## src/hdl/tpws_pkg.sv

```systemverilog
// Package: widths, codes and types of the timed pin write scheduler.
package tpws_pkg;

    localparam int PIN_W           = 8;
    localparam int VALUE_W         = 16;
    localparam int DELAY_W         = 32;
    localparam int RATE_W          = 14;
    localparam logic [RATE_W-1:0] RATE_RESET = 14'd1000;

    localparam int MAX_BURST       = 32;
    localparam int DEF_QUEUE_DEPTH = 32;
    localparam int DEF_TIME_WIDTH  = 32;

    // Millisecond to tick conversion: (delay * rate) / 1000 as (product >> 3) / 125,
    // by multiplying with ceil(2^50 / 125) and keeping the bits from 50 up.
    localparam int PROD_W      = DELAY_W + RATE_W;
    localparam int DIV_W       = PROD_W - 9;
    localparam int NUM_W       = PROD_W - 3;
    localparam int HALF_W      = 22;
    localparam int PP_W        = 2 * HALF_W;
    localparam int RECIP_W     = 2 * HALF_W;
    localparam int RECIP_SHIFT = 50;
    localparam int ACC_W       = NUM_W + RECIP_W;
    localparam logic [RECIP_W-1:0] RECIP = 44'd9007199254741;

    localparam logic OP_TICK     = 1'b0;
    localparam logic OP_SCHEDULE = 1'b1;

    localparam logic KIND_WRITE  = 1'b0;
    localparam logic KIND_REJECT = 1'b1;

    typedef struct packed {
        logic [PIN_W-1:0]   pin;
        logic               digital;
        logic [VALUE_W-1:0] value;
    } pay_t;

    typedef struct packed {
        logic insert;
        logic pop;
    } cell_ctrl_t;

endpackage

```

## src/hdl/tpws_div1000.sv

```systemverilog
// Delay converter: registers delay * rate, then divides by 1000 by reciprocal multiplication.
module tpws_div1000 (
    input  logic                          clk,
    input  logic                          rst_n,
    input  logic                          start,
    input  logic [tpws_pkg::DELAY_W-1:0]  delay,
    input  logic [tpws_pkg::RATE_W-1:0]   rate,
    output logic                          done,
    output logic [tpws_pkg::DIV_W-1:0]    quotient
);
    import tpws_pkg::*;

    logic [2:0]          stage_reg;
    logic                done_reg;
    logic [NUM_W-1:0]    num_reg;
    logic [PP_W-1:0]     pp_ll_reg;
    logic [PP_W-1:0]     pp_lh_reg;
    logic [PP_W-1:0]     pp_hl_reg;
    logic [PP_W-1:0]     pp_hh_reg;
    logic [PP_W:0]       mid_reg;
    logic [DIV_W-1:0]    quo_reg;

    logic [PROD_W-1:0]   prod;
    logic [HALF_W-1:0]   num_lo;
    logic [HALF_W-1:0]   num_hi;
    logic [HALF_W-1:0]   recip_lo;
    logic [HALF_W-1:0]   recip_hi;
    logic [ACC_W-1:0]    acc;

    assign prod     = PROD_W'(delay) * PROD_W'(rate);
    assign num_lo   = num_reg[HALF_W-1:0];
    assign num_hi   = HALF_W'(num_reg[NUM_W-1:HALF_W]);
    assign recip_lo = RECIP[HALF_W-1:0];
    assign recip_hi = RECIP[RECIP_W-1:HALF_W];

    // Reassemble the full product from the half-width partial products.
    assign acc = ACC_W'({pp_hh_reg, PP_W'(0)}) + ACC_W'({mid_reg, HALF_W'(0)})
               + ACC_W'(pp_ll_reg);

    always_ff @(posedge clk or negedge rst_n)
    begin
        if (!rst_n)
        begin
            stage_reg <= '0;
            done_reg  <= 1'b0;
        end
        else
        begin
            stage_reg <= {stage_reg[1:0], start};
            done_reg  <= stage_reg[2];
        end
    end

    always_ff @(posedge clk)
    begin
        if (start)
        begin
            num_reg <= prod[PROD_W-1:3];
        end
        if (stage_reg[0])
        begin
            pp_ll_reg <= PP_W'(num_lo) * PP_W'(recip_lo);
            pp_lh_reg <= PP_W'(num_lo) * PP_W'(recip_hi);
            pp_hl_reg <= PP_W'(num_hi) * PP_W'(recip_lo);
            pp_hh_reg <= PP_W'(num_hi) * PP_W'(recip_hi);
        end
        if (stage_reg[1])
        begin
            mid_reg <= {1'b0, pp_lh_reg} + {1'b0, pp_hl_reg};
        end
        if (stage_reg[2])
        begin
            quo_reg <= acc[ACC_W-1:RECIP_SHIFT];
        end
    end

    assign done     = done_reg;
    assign quotient = quo_reg;

endmodule

```

## config.mk

```make
export PLATFORM = sky130hd
export DESIGN_NAME = tpws_div1000
export DESIGN_NICKNAME = d
export VERILOG_FILES = /design/src/hdl/tpws_pkg.sv /design/src/hdl/tpws_div1000.sv
export SDC_FILE = /design/constraint.sdc
export NUM_CORES = 2
export LEC_CHECK = 0
export ABC_AREA = 1
export BUFFER_PORTS_ARGS = -buffer_cell sky130_fd_sc_hd__buf_4
export CORE_MARGIN = 8
export CORE_UTILIZATION = 45
export DETAILED_ROUTE_END_ITERATION = 6
export SLEW_MARGIN = 25
export SYNTH_ARGS = -nofsm -noshare
export SYNTH_HDL_FRONTEND = slang
export SYNTH_SLANG_ARGS = --single-unit
```

## constraint.sdc

```tcl
create_clock -name clk -period 5.38 [get_ports clk]
set_input_delay 0.538 -clock clk [delete_from_list [all_inputs] [get_ports clk]]
set_output_delay 0.538 -clock clk [all_outputs]
set_load 0.02 [all_outputs]
```

[Word level (Yosys, flattened, before mapping)]
Cells that the tools add are included.
Widths: inputs -> output; s select.
Word-level totals
  flip-flop bits (word level): 304
  input port bits: 49
  output and inout bits: 38
  word-level logic and storage cells: 17
Cells by class
  add/sub/neg operators: 3
  multipliers: 5
Operator list (count)
  $mul 22x22->44 const B: 2
  $add 87x44->87: 1
  $add 87x67->87: 1
  $mul 21x22->43 const B: 2
  $mul 32x14->46: 1
  $add 44x44->45: 1

[Logic depth before layout (Yosys ltp)]
  depth in word-level cells: 2
  gate-level depth with buffers: 26
  gate-level depth less buffers: 26

[Least setup slack after synthesis]
OpenSTA, ideal clock, no wires.
  path type: reg2reg
  start: register num_reg[32]
  end: register pp_hl_reg[29] (data pin)
  setup time: 0.253 ns
  data arrival time: 5.397 ns
  data required time: 5.127 ns
  slack: -0.270 ns
  stages on the path, launching flop included: 19
  buffers on the path: 0
  clock period less this slack: 5.650 ns
  path through: edfxtp_1 -> fa_1 -> fa_1 -> inv_1 -> fa_1 -> inv_1 -> fa_1 -> fa_1 -> fa_1 -> fa_1 -> ha_1 -> nand2_1 -> nor2_1 -> inv_1 -> nor2_1 -> inv_1 -> or2_2 -> nand4_1 -> nand2_1
On the way
  word-level cells in the longest chain between the ends: 1
Ends and longest elaborated chain
  from (decl): RTL line tpws_div1000.sv:15  | logic [NUM_W-1:0] num_reg;
  from (signal assigned): RTL line tpws_div1000.sv:58  | num_reg <= prod[PROD_W-1:3];
  $mul 21x22->43: RTL line tpws_div1000.sv:64  | pp_hl_reg <= PP_W'(num_hi) * PP_W'(recip_lo);
  to (signal assigned): RTL line tpws_div1000.sv:64
  to (decl): RTL line tpws_div1000.sv:18  | logic [PP_W-1:0] pp_hl_reg;
No other way between the ends.
A chain may end at the register's enable or synchronous reset.

[Worst setup path in the final report]
  start: register num_reg[33]
  end: register pp_hl_reg[26] (data pin)
Same word-level chain as after synthesis.

==> results.toml <==
[setup_path]
arrival_ns = 6.12
crit_required_ns = 5.81
critPathCaptureType = "flop"
start_kind = "flop"
cp_max_fo = 4
setup.worst_path.start = "num_reg[33]"
path_class = "flop to flop"
r2r_start = "num_reg[33]"

[global_routing]
grt_max_degree = 56
track_usage_pct = 26.2
grt_overflow_total = 0
antenna_found_initial = 2
grt_pass1_wl_um = 316000
grt_pass1_vias = 56400

[place]
place_inst = 10600
dp_hpwl_um = 178000
gp_congestion = 0.978
portBuffers = 86
detailed_place.area_sq_mm = 0.0730

[floorplan]
rows = 137
fp.coreArea_sq_mm = 0.139
start_util_pct = 45.2
die_w_um = 390
die_h_um = 390
ios = 87
dieArea_sq_mm = 0.152

[clock_tree]
cts_root_buffer = "clkbuf_16"
clk_pin_slew_worst_paths_ns = 0.06
cts_tree = "built"
cts_made_buffers = 31
clock_latency_ns = 0.60
max-clock-path-buffers = 3
h-tree-depth = 1
cts_sinks = 280

[synthesis]
netlist_area_sq_mm = 0.0629
yosys.area.top_type_share_pct = 29.4
ys.flop_type = "edfxtp_1"
yosys-top-cells-area = "fa_1 (29%), ha_1 (19%), edfxtp_1 (13%), inv_1 (12%), nand2_1 (10%)"
synth_cells = 7753
syn-num-nets = 9701
synth_seq_cells = 280
synthArstFlopShare_pct = 1.43
ys_types = 48
ys.warnings.count = 0
yosys.area.top_type = "fa_1"
synth-edff-count = 276
synth.avg_cell_area_sq_um = 8.11
yosysSeqAreaShare_pct = 13.3

[layout]
areaGrowthSynthToFinish_pct = 28.0
finalInstanceArea_sq_mm = 0.0804
largest_reg_flops = 45
layout.cells.non_filler = 10700
nNetsFinal = 10800
drive_gt1_share_pct = 23.8
n_fill_cell = 12500

[timing]
clock_skew_ns = 0.0162
hold_viol = 0
fin_ws_ns = -0.312
min_period_over_period_pct = 106
worst_pin_slew_ns = 0.946
period_needed_ns = 5.69
slew_viol_final = 0
setup_viol_count_final = 66
fmax_ghz = 0.176
grt_setup_unrepaired = "yes"
maxSlewHeadroom_pct = 36.9

[routing]
drc = 0
vias = 54200
wl_um = 203000
drt_iter0_markers = 3591
routedWlPerCell_um = 18.9
drt_pass1_iterations = 6
via_per_inst = 5.06
antenna_left = 0

[worst_hold_path]
hp-class = "input pin to asynchronous set/reset pin"

[outcome]
violations = "negative setup slack"
status = "finished with violations"

[job]
cap_viol_max_count = 0
what timing repair did:
action / in CTS / in global routing
resized for setup: 647 / 610
hold endpoints to repair: 4 / 0
setup buffers: 69 / 54
hold buffers: 1 / 0
pin swaps: 243 / 367
endpoints found under the setup margin: 112 / 146
synthesized netlist by cell type, types with 2 or more instances:
library cell  instances
inv_1              2000
nand2_1            1688
ha_1                977
fa_1                922
nor2_1              461
a21oi_1             399
edfxtp_1            276
nand3_1             216
o21ai_0             213
xor2_1              127
clkbuf_1             74
nor3_1               74
nand4_1              69
o21a_1               38
xnor2_1              27
o21bai_1             26
nand2_2              22
a21o_1               15
nand3b_1             14
nor2_2               12
a31oi_1              11
a21boi_0             10
nor3_2                9
nor4_1                9
and2_1                8
inv_2                 8
o21ai_1               7
o21ai_2               6
dfrtp_1               4
o211ai_1              4
o22ai_1               3
o311ai_0              3
o31ai_1               3
or2_2                 3
nand3_2               2
layer usage:
| metal | track usage (%) | wire length [um] |
|---|---|---|
| met1 | 36.4 | 91000 |
| met2 | 44.2 | 94700 |
| met3 | 2.62 | 10400 |
| met4 | 6.48 | 6680 |
| met5 | 0 | 0 |
critical path, cell delays in order, from the launching register on:
cell      delay (ns)
edfxtp_1        0.42
buf_6           0.17
fa_2            0.49
fa_1            0.50
inv_1           0.05
fa_1            0.50
inv_2           0.04
fa_1            0.50
fa_1            0.45
fa_1            0.56
fa_2            0.47
ha_4            0.35
nand2_4         0.10
nor2_4          0.16
nand2_1         0.08
inv_2           0.06
nand4_1         0.14
nand3_4         0.17
buf_4           0.14
xor2_2          0.18
cells by family after synthesis:
kind of cell | after synthesis | synth area share (%)
simple gates | 2591 | 16.8
fa+ha+maj | 1899 | 48.8
buf+inv | 2084 | 12.5
flops | 280 | 13.3
compound gates | 744 | 6.44
xor+xnor | 155 | 2.17
per-stage QoR:
stage,worst slack [ns],utilization (%),hold WS [ns],setup TNS [ns]
2_1_floorplan,-0.102,-,0.242,-0.532
3_3_place_gp,-0.658,52.5,0.416,-52.70
3_5_place_dp,-0.719,52.5,0.419,-55.73
4_1_cts,-0.278,55.7,0.318,-8.18
5_1_grt,-0.446,57.8,0.345,-22.09
6_report,-0.312,57.9,0.358,-8.67
final timing paths:
check / end / slack, ns / depth (start not counted)
setup / recovery: pp_hl_reg[26] / -0.31 / 19
hold / removal: stage_reg[0] / 0.36 / 2
setup reg to reg: pp_hl_reg[26] / -0.31 / 19
hold reg to reg: mid_reg[0] / 0.57 / 1
max in group asynchronous: stage_reg[1] / 4.78 / 2
min in group clk: stage_reg[0] / 0.40 / 1
final cells by class:
cell class	count	area, sq um	share of cell area (%)
multi-input cells	5389	52100	64.8
flip-flops and latches	280	8390	10.4
repair buffers	1110	9020	11.2
inverters	2008	7540	9.38
diodes	2	5.00	0.00622
well taps	1876	2350	2.92
clock buffers	34	787	0.979
clock inverters	23	251	0.313
placed cells by master (no fill, tap or decap), types with 10 or more instances in the layout:
cell,n
o21bai_1,20
buf_4,993
nand3_2,38
xor2_1,99
o21ai_0,131
inv_2,88
buf_6,85
nand2_4,47
nand2_1,1527
nand3_1,162
o21ai_2,43
edfxtp_1,276
nand2_8,10
nand2_2,126
ha_4,139
a21oi_1,263
clkbuf_16,31
fa_1,878
o21ai_1,34
o21ai_4,18
fa_2,44
inv_1,1919
nand4_1,69
buf_12,27
nor3_1,55
ha_2,22
a21o_1,15
nor3_2,22
ha_1,816
xor2_2,23
xnor2_1,27
a21oi_4,48
nand3b_1,14
a21oi_2,89
nand3_4,18
nor2_1,344
nor2_4,59
o21a_1,38
nor2_2,71
Power is not shown: default switching activity piles up to over one toggle a cycle in this logic, so the estimate is an artifact.
