File: src/hdl/tpws_pkg.sv
// Package: widths, codes and types of the timed pin write scheduler.
package tpws_pkg;

    localparam int PIN_W           = 8;
    localparam int VALUE_W         = 16;
    localparam int DELAY_W         = 32;
    localparam int RATE_W          = 14;
    localparam logic [RATE_W-1:0] RATE_RESET = 14'd1000;

    localparam int MAX_BURST       = 32;
    localparam int DEF_QUEUE_DEPTH = 32;
    localparam int DEF_TIME_WIDTH  = 32;

    // Millisecond to tick conversion: (delay * rate) / 1000 as (product >> 3) / 125,
    // by multiplying with ceil(2^50 / 125) and keeping the bits from 50 up.
    localparam int PROD_W      = DELAY_W + RATE_W;
    localparam int DIV_W       = PROD_W - 9;
    localparam int NUM_W       = PROD_W - 3;
    localparam int HALF_W      = 22;
    localparam int PP_W        = 2 * HALF_W;
    localparam int RECIP_W     = 2 * HALF_W;
    localparam int RECIP_SHIFT = 50;
    localparam int ACC_W       = NUM_W + RECIP_W;
    localparam logic [RECIP_W-1:0] RECIP = 44'd9007199254741;

    localparam logic OP_TICK     = 1'b0;
    localparam logic OP_SCHEDULE = 1'b1;

    localparam logic KIND_WRITE  = 1'b0;
    localparam logic KIND_REJECT = 1'b1;

    typedef struct packed {
        logic [PIN_W-1:0]   pin;
        logic               digital;
        logic [VALUE_W-1:0] value;
    } pay_t;

    typedef struct packed {
        logic insert;
        logic pop;
    } cell_ctrl_t;

endpackage

File: src/hdl/tpws_cell.sv
// Queue cell: one slot of the time-sorted chain of pending writes.
module tpws_cell #(
    parameter int TIME_WIDTH = tpws_pkg::DEF_TIME_WIDTH
) (
    input  logic                  clk,
    input  logic                  rst_n,
    input  tpws_pkg::cell_ctrl_t  ctrl,
    input  tpws_pkg::pay_t        new_pay,
    input  logic [TIME_WIDTH-1:0] new_run,
    input  logic                  prev_gt,
    input  logic                  prev_valid,
    input  tpws_pkg::pay_t        prev_pay,
    input  logic [TIME_WIDTH-1:0] prev_run,
    input  logic                  next_valid,
    input  tpws_pkg::pay_t        next_pay,
    input  logic [TIME_WIDTH-1:0] next_run,
    output logic                  valid,
    output tpws_pkg::pay_t        pay,
    output logic [TIME_WIDTH-1:0] run,
    output logic                  gt
);
    import tpws_pkg::*;

    logic                  valid_reg, valid_next;
    pay_t                  pay_reg, pay_next;
    logic [TIME_WIDTH-1:0] run_reg, run_next;

    // An empty slot sorts after everything.
    assign gt    = !valid_reg || (run_reg > new_run);
    assign valid = valid_reg;
    assign pay   = pay_reg;
    assign run   = run_reg;

    always_comb
    begin
        valid_next = valid_reg;
        pay_next   = pay_reg;
        run_next   = run_reg;
        if (ctrl.pop)
        begin
            valid_next = next_valid;
            pay_next   = next_pay;
            run_next   = next_run;
        end
        else if (ctrl.insert && gt)
        begin
            // Shift right behind a later neighbor, else take the new write.
            if (prev_gt)
            begin
                valid_next = prev_valid;
                pay_next   = prev_pay;
                run_next   = prev_run;
            end
            else
            begin
                valid_next = 1'b1;
                pay_next   = new_pay;
                run_next   = new_run;
            end
        end
    end

    always_ff @(posedge clk or negedge rst_n)
    begin
        if (!rst_n)
        begin
            valid_reg <= 1'b0;
        end
        else
        begin
            valid_reg <= valid_next;
        end
    end

    always_ff @(posedge clk)
    begin
        pay_reg <= pay_next;
        run_reg <= run_next;
    end

endmodule

File: config.mk
export PLATFORM = sky130hd
export DESIGN_NAME = tpws_cell
export DESIGN_NICKNAME = d
export VERILOG_FILES = /design/src/hdl/tpws_pkg.sv /design/src/hdl/tpws_cell.sv
export SDC_FILE = /design/constraint.sdc
export NUM_CORES = 1
export LEC_CHECK = 0
export BUFFER_PORTS_ARGS = -buffer_cell sky130_fd_sc_hd__buf_2
export CAP_MARGIN = 20
export CORE_MARGIN = 1
export CORE_UTILIZATION = 39
export CTS_CLUSTER_DIAMETER = 100
export DETAILED_ROUTE_END_ITERATION = 16
export HOLD_SLACK_MARGIN = 0.12
export PLACE_DENSITY = 0.8
export SYNTH_ARGS = -nofsm -noshare
export SYNTH_HDL_FRONTEND = slang
export SYNTH_SLANG_ARGS = --single-unit
File: constraint.sdc
create_clock -name clk -period 4 [get_ports clk]
set_clock_uncertainty 0.15 [all_clocks]
set_input_delay 0.6 -clock clk [delete_from_list [all_inputs] [get_ports clk]]
set_output_delay 0.6 -clock clk [all_outputs]
set_load 0.01 [all_outputs]
# ---- Yosys cells after proc, flatten, opt, wreduce, memory -nomap -nowiden
# Index checks and enable logic that the tools add are counted.
dict set report classes {
  order_cmp 1
  n_mux 9
  reduce_logical 4
}
# operator count
set op_table {}
lappend op_table {{$mux W32} 3}
lappend op_table {{$mux W25} 3}
lappend op_table {{$gt A32 B32 Y1} 1}
lappend op_table {{$mux W1} 3}
lappend op_table {{$reduce_bool A2 Y1} 1}
lappend op_table {{$logic_and A1 B1 Y1} 1}
lappend op_table {{$logic_not A1 Y1} 1}
lappend op_table {{$logic_or A1 B1 Y1} 1}
dict set report totals {
  reg_bits 58
  input_bits 178
}

# ---- Logic depth before layout (Yosys ltp)
# Gate-level depths: netlist of the first run.
dict set report logic_depth {
  ltp_word 5
  mapped_depth 8
}

# ---- Worst setup path after synthesis of the first run
# OpenSTA, ideal clock, no wires.
dict set report synth_timing {
  path_kind {input to register}
  startpoint {input port new_run[31]}
  endpoint {register pay_reg, in the netlist pay[0] (enable)}
  slack_ns -0.020
  required_time_ns 3.415
  arrival_ns 3.434
  cell_stages 8
  path_buffers 0
  path_cell_list {inv_1 -> ha_1 -> nand4_1 -> nor3_1 -> a22oi_2 -> or4b_4 -> and4b_1 -> o221ai_2}
}
dict set report synth_between {
  elab_chain_len 4
}
# item line
set synth_lines {}
lappend synth_lines {{from (decl)} tpws_cell.sv:9} ;# input logic [TIME_WIDTH-1:0] new_run,
lappend synth_lines {{$gt A32 B32 Y1} tpws_cell.sv:29} ;# assign gt = !valid_reg || (run_reg > new_run);
lappend synth_lines {{$logic_or A1 B1 Y1} tpws_cell.sv:29}
lappend synth_lines {{$logic_and A1 B1 Y1} tpws_cell.sv:45} ;# else if (ctrl.insert && gt)
lappend synth_lines {{$reduce_bool A2 Y1 (no source line)} -}
lappend synth_lines {{to (signal assigned)} tpws_cell.sv:77} ;# pay_reg <= pay_next;
lappend synth_lines {{to (decl)} tpws_cell.sv:25} ;# pay_t pay_reg, pay_next;
# Every way passes these cells.
# A chain may end at the register's enable or synchronous reset.

# ---- Final worst setup path of the first run
dict set report layout_timing {
  startpoint {register run_reg[29] (netlist: run[29])}
  endpoint {output port gt}
}
dict set report layout_between {
  elab_chain_len 2
}
# item line
set layout_lines {}
lappend layout_lines {{from (decl)} tpws_cell.sv:26} ;# logic [TIME_WIDTH-1:0] run_reg, run_next;
lappend layout_lines {{from (signal assigned)} tpws_cell.sv:78} ;# run_reg <= run_next;
lappend layout_lines {{$gt A32 B32 Y1} tpws_cell.sv:29}
lappend layout_lines {{$logic_or A1 B1 Y1} tpws_cell.sv:29}
lappend layout_lines {{to (decl)} tpws_cell.sv:20} ;# output logic gt
# Every way passes these cells.

==> metrics.cfg, run 1 <==
[pwr]
p_int_w=0.001195
clockPowerShare_pct=25.7
p_leak_nw=2.709
p_sw_share_pct=30.38
comb_power_share_pct=28.0
seq_power_share_pct=46.4
p_sw_w=0.0005216
ir_drop_uv=172.2
p_per_area_nw_per_um2=326.4

[clock_tree]
cts.sinks=58
cts_resized=0
clock_latency_ps=330
postCtsSetupBuffers=0
clockBufferDepth=2
ctsRootBufferMaster=clkbuf_8
holdBufCountCts=1
cts-buffers-inserted=9
cts_tree=done
path_clk_slew_ps=70
htree_levels=3

[worst_setup_path]
endpoint_kind=output pin
slowest_delay_ps=520
critical-path-top-delay-family=simple AND/OR/NAND/NOR gates
cp-start-kind=register
crit_type=reg2out
cp_max_fo=5
slowest_stage=or4b_4
path_cells=ha_1 -> nand4_1 -> nor2_1 -> a22oi_2 -> or4b_4 -> and4b_1 -> o31ai_1 -> buf_2
crit_buf_inv=1
cp.required_ps=3250
arrival_ps=2650

[drt]
vias=3632
drtPass1Iterations=4
drc=0
drt_iter0_markers=91
drt-wirelength-per-cell_um=14.40
drtAntennaViolNets=0
drt-vias-per-instance=4.875
wl_um=10730

[floorplan]
start_util_pct=40.67
rows=35
core_um2=9328
top_level_ports=237
die_w_um=100.6
dieArea_um2=10130
die_y_um=100.6

[final_layout]
diodes=0
finalNetCount=822
largest_reg_flops=32
drive_above_1_share_pct=41.40
synthToLayoutAreaGrowth_pct=38.62
fin_util_pct=56.38

[synthesis]
seq_area_frac_synth_pct=45.78
yosys.area.top_type=edfxtp_1
synth_cell_types=31
synth_commonest_cells=67 x nand2_1, 62 x o21ai_0, 57 x edfxtp_1, 57 x mux2i_1, 36 x inv_1
syn_area_um2=3794
postSynthRegisterBits=58
synth_area_leaders=edfxtp_1 45%, mux2i_1 15%, ha_1 11%
syn_avg_cell_area_um2=9.983
synth_edf_count=57
synth_cells=380
ys.flop_type=edfxtp_1
synth_top_area_share_pct=45.12
yosys_warnings=0
async_flop_share_pct=1.724
synth.most_common_cell=nand2_1
synthesis.nets=590

[timing]
setup_tns_ps=0
fmaxAchievable_ghz=0.2943
hold_violations=0
slew_headroom_pct=35.17
slew_viol_final=0
fin_crit_ps=3398
setup_viol=0
rsz0062_at_grt=no
worstMarginPinSlew_ps=972.4
fin_crit_sh_pct=84.95

[global_route]
grt_pass1_wl_um=16690
globalRouteOverflowTotal=0
antenna_found_initial=0
grt_max_degree=69
grt_pass1_vias=3611
grt.total_usage_pct=21.31

[placement]
dp_hpwl_um=8456
portBuffers=236
gp_congestion=0.7856

[status]
status=complete, no violations

[flow_run]
max-cap-violations=0

[min_path]
hold_path.class=in2reg

==> through the flow <==
step	cells	power, W	setup slack, ps	hold WS, ps	area (um^2)
floorplan	380	0.001060	609.7	154.4	3805
global placement	729	0.001270	648.9	229.0	5099
detailed placement	729	0.001289	604.7	227.0	5099
CTS	745	0.001736	585.4	383.4	5259
global route	745	0.001823	463.8	396.3	5259
finish	745	0.001717	602.2	402.6	5259
==> final timing paths <==
| path | from | end | slack, ps | cells after the start |
|---|---|---|---|---|
| setup / recovery | run[29]$_DFFE_PP_ | gt | 600 | 8 |
| hold / removal | next_pay[14] | pay[14]$_DFFE_PP_ | 400 | 3 |
| setup reg to reg | run[29]$_DFFE_PP_ | pay[11]$_DFFE_PP_ | 1080 | 8 |
| hold reg to reg | valid$_DFFE_PN0P_ | valid$_DFFE_PN0P_ | 550 | 2 |
| max in group asynchronous | rst_n | valid$_DFFE_PN0P_ | 3180 | 2 |
| min in group asynchronous | rst_n | valid$_DFFE_PN0P_ | 440 | 2 |
==> final cells by class <==
type	instances	area, um^2
clock inverters	5	22.52
repair buffers	240	1219
multi-input cells	267	1857
clock buffers	10	127.6
fillers	841	4069
well taps	129	161.4
flip-flops and latches	58	1737
inverters	36	135.1
==> kinds of logic after synthesis <==
logic type	after synthesis	share of synthesized area [%]
compound gates	87	12.67
buf+inv	55	5.574
flops	58	45.78
simple gates	91	10.39
mux	57	15.04
fa+ha+maj	32	10.55
==> power groups by stage <==
stage          Clock, W  Combinational (W)  Sequential, W
2_1_floorplan         0           0.000214       0.000847
3_3_place_gp          0           0.000465       0.000804
3_5_place_dp          0           0.000480       0.000808
4_1_cts        0.000455           0.000485       0.000796
5_1_grt        0.000482           0.000536       0.000805
6_report       0.000441           0.000480       0.000796
==> per-layer routing <==
metal | part of all wire (%) | vias up | track usage, %
met5 | 0 | - | 0
met4 | 2.3 | 0 | 8.138
met3 | 7.6 | 18 | 5.687
met2 | 51 | 150 | 39.09
met1 | 39 | 1631 | 23.41
li1 | - | 1833 | -
==> tightest hold or removal path, stage by stage <==
cell     delay (ps)
buf_2            70
nand2_1          40
o21ai_0          60
==> cell usage in the layout (no fill, tap or decap), types with 2 or more instances in the layout <==
cell type,count
ha_1,32
buf_4,5
nand2_1,67
mux2i_1,57
nand4_1,6
edfxtp_1,57
nand3_1,2
nor4_1,2
nor2_1,8
o21ai_1,2
o21ai_0,62
buf_2,234
clkinv_2,3
clkbuf_8,9
clkinv_1,2
inv_1,36
a21oi_1,13
o22ai_1,2
Note: power is estimated with default switching activity, not from simulation.
==> run 2, diff against run 1 <==
--- a/config.mk
+++ b/config.mk
@@ -8,11 +8,11 @@
 export BUFFER_PORTS_ARGS = -buffer_cell sky130_fd_sc_hd__buf_2
 export CAP_MARGIN = 20
 export CORE_MARGIN = 1
-export CORE_UTILIZATION = 39
+export CORE_UTILIZATION = 44
 export CTS_CLUSTER_DIAMETER = 100
 export DETAILED_ROUTE_END_ITERATION = 16
 export HOLD_SLACK_MARGIN = 0.12
-export PLACE_DENSITY = 0.8
+export PLACE_DENSITY = 0.85
 export SYNTH_ARGS = -nofsm -noshare
 export SYNTH_HDL_FRONTEND = slang
 export SYNTH_SLANG_ARGS = --single-unit
==> constraint.sdc (replaced) <==
create_clock -name clk -period 3.3 [get_ports clk]
set_clock_uncertainty 0.15 [all_clocks]
set_input_delay 0.495 -clock clk [delete_from_list [all_inputs] [get_ports clk]]
set_output_delay 0.495 -clock clk [all_outputs]
set_load 0.01 [all_outputs]
==> metrics.cfg, run 2 (synthesis gave the netlist of run 1 again) <==
[status]
status=complete, no violations

[final_layout]
synthToLayoutAreaGrowth_pct=41.79
drive_above_1_share_pct=42.83  ; +1.4 points
diodes=0  ; unchanged
finalNetCount=826  ; +0.49%
fin_util_pct=64.81  ; +8.4 points
largest_reg_flops=32  ; unchanged
final_common_cell=buf_2
fin_cells=726  ; -2.6%
layout_common_cells=234 x buf_2, 67 x nand2_1, 62 x o21ai_0

[drt]
vias=3691  ; +1.6%
drtAntennaViolNets=0  ; unchanged
drt-wirelength-per-cell_um=14.42  ; +0.15%
drc=0  ; unchanged
wl_um=10470  ; -2.4%
drtPass1Iterations=4  ; unchanged
drt-vias-per-instance=5.084  ; +4.3%
drt_iter0_markers=77  ; -15%

[pwr]
p_per_area_nw_per_um2=423.9  ; +30%
p_leak_nw=2.758  ; +1.8%
ir_drop_uv=320.9  ; +86%

[timing]
fin_crit_sh_pct=97.43
slew_viol_final=0  ; unchanged
setup_viol=0  ; unchanged
worstMarginPinSlew_ps=542.4  ; -430.0 ps
setup_tns_ps=0  ; unchanged
hold_violations=0  ; unchanged
holdWs_ps=298.4  ; -104.1 ps
fin_crit_ps=3215
fmaxAchievable_ghz=0.3110
slew_headroom_pct=63.84  ; +29 points

[worst_setup_path]
worstReg2RegStart=run[31]$_DFFE_PP_
startpoint=run[31]$_DFFE_PP_
arrival_ps=2570  ; -80 ps
endpoint_kind=output pin
cp.required_ps=2650  ; -600 ps
cp_max_fo=4  ; -1
crit_type=reg2out
cp-start-kind=register

[floorplan]
die_y_um=94.86  ; -5.7%
core_um2=8299  ; -11%
die_w_um=94.86  ; -5.7%
dieArea_um2=8997  ; -11%
start_util_pct=45.71  ; +5.0 points
top_level_ports=237  ; unchanged
rows=33  ; -5.7%

[global_route]
antenna_found_initial=0  ; unchanged
grt.total_usage_pct=22.59  ; +1.3 points
grt_max_degree=106  ; +54%
grt_pass1_vias=3538  ; -2.0%
globalRouteOverflowTotal=0  ; unchanged
grt_pass1_wl_um=15420  ; -7.6%

[flow_run]
max-cap-violations=0  ; unchanged

[clock_tree]
cts.sinks=58  ; unchanged
cts-buffers-inserted=9  ; unchanged
clockBufferDepth=2  ; unchanged
cts_tree=done
ctsRootBufferMaster=clkbuf_8
path_clk_slew_ps=70  ; about the same
htree_levels=3  ; unchanged
clock_latency_ps=330  ; about the same

[min_path]
hold_path.class=in2reg
hold_start=next_pay[4]

[placement]
dpl.cell_count=706  ; -3.2%
gp_congestion=0.8221  ; +4.6%
dp_hpwl_um=8173  ; -3.3%
portBuffers=236  ; unchanged

-- run 2: what timing repair did --
| action | 4_1_cts | 5_1_grt |
|---|---|---|
| setup buffers | 0 | 3 |
| setup endpoints to repair | 0 | 1 |
| endpoints found under the hold margin | 1 | 0 |
| hold buffers | 1 | 0 |
| resized for setup | 0 | 4 |
-- run 2: stage by stage --
| step | setup slack, ps | total power, W | area [um^2] |
|---|---|---|---|
| 3_3_place_gp | 241.3 | 0.001539 | 5114 |
| 4_1_cts | 7.707 | 0.002288 | 5341 |
| 3_5_place_dp | 137.8 | 0.001567 | 5114 |
| 5_1_grt | -13.89 | 0.002403 | 5379 |
| 6_report | 84.88 | 0.002280 | 5379 |
| 2_1_floorplan | 14.69 | 0.001285 | 3805 |
-- run 2: worst max-delay path: stages, from the launching register on --
cell	delay, ps
edfxtp_1	410
ha_1	320
nand4_1	210
nor2_2	90
a22oi_2	170
or4b_4	500
and4b_2	310
o31ai_1	90
buf_2	150
-- run 2: layout make-up --
| cell class | count | area [um^2] |
|---|---|---|
| fillers | 694 | 2920 |
| multi-input cells | 267 | 1872 |
| flip-flops and latches | 58 | 1737 |
| repair buffers | 244 | 1286 |
| inverters | 36 | 135.1 |
| well taps | 105 | 131.4 |
| clock buffers | 9 | 123.9 |
| clock inverters | 7 | 93.84 |
-- run 2: worst paths after layout --
kind	end	slack, ps	depth (start not counted)
worst max-delay path	gt	80	8
worst min-delay path	pay[4]$_DFFE_PP_	300	3
worst max register to register	run[15]$_DFFE_PP_	370	9
worst min register to register	valid$_DFFE_PN0P_	540	2
max in group asynchronous	valid$_DFFE_PN0P_	2580	2
min in group asynchronous	valid$_DFFE_PN0P_	330	2
-- run 2: power breakdown --
part / switching (W) / internal (W)
Sequential: 0.0000367 / 0.000925
Combinational: 0.000322 / 0.000278
Clock: 0.000296 / 0.000422
-- run 2: per-layer routing --
layer | global-route usage (%) | vias up | part of all wire [%]
met5 | 0 | - | 0
met2 | 41.19 | 164 | 52
met1 | 24.17 | 1664 | 39
li1 | - | 1843 | -
met3 | 6.441 | 20 | 7.4
met4 | 9.596 | 0 | 2.4
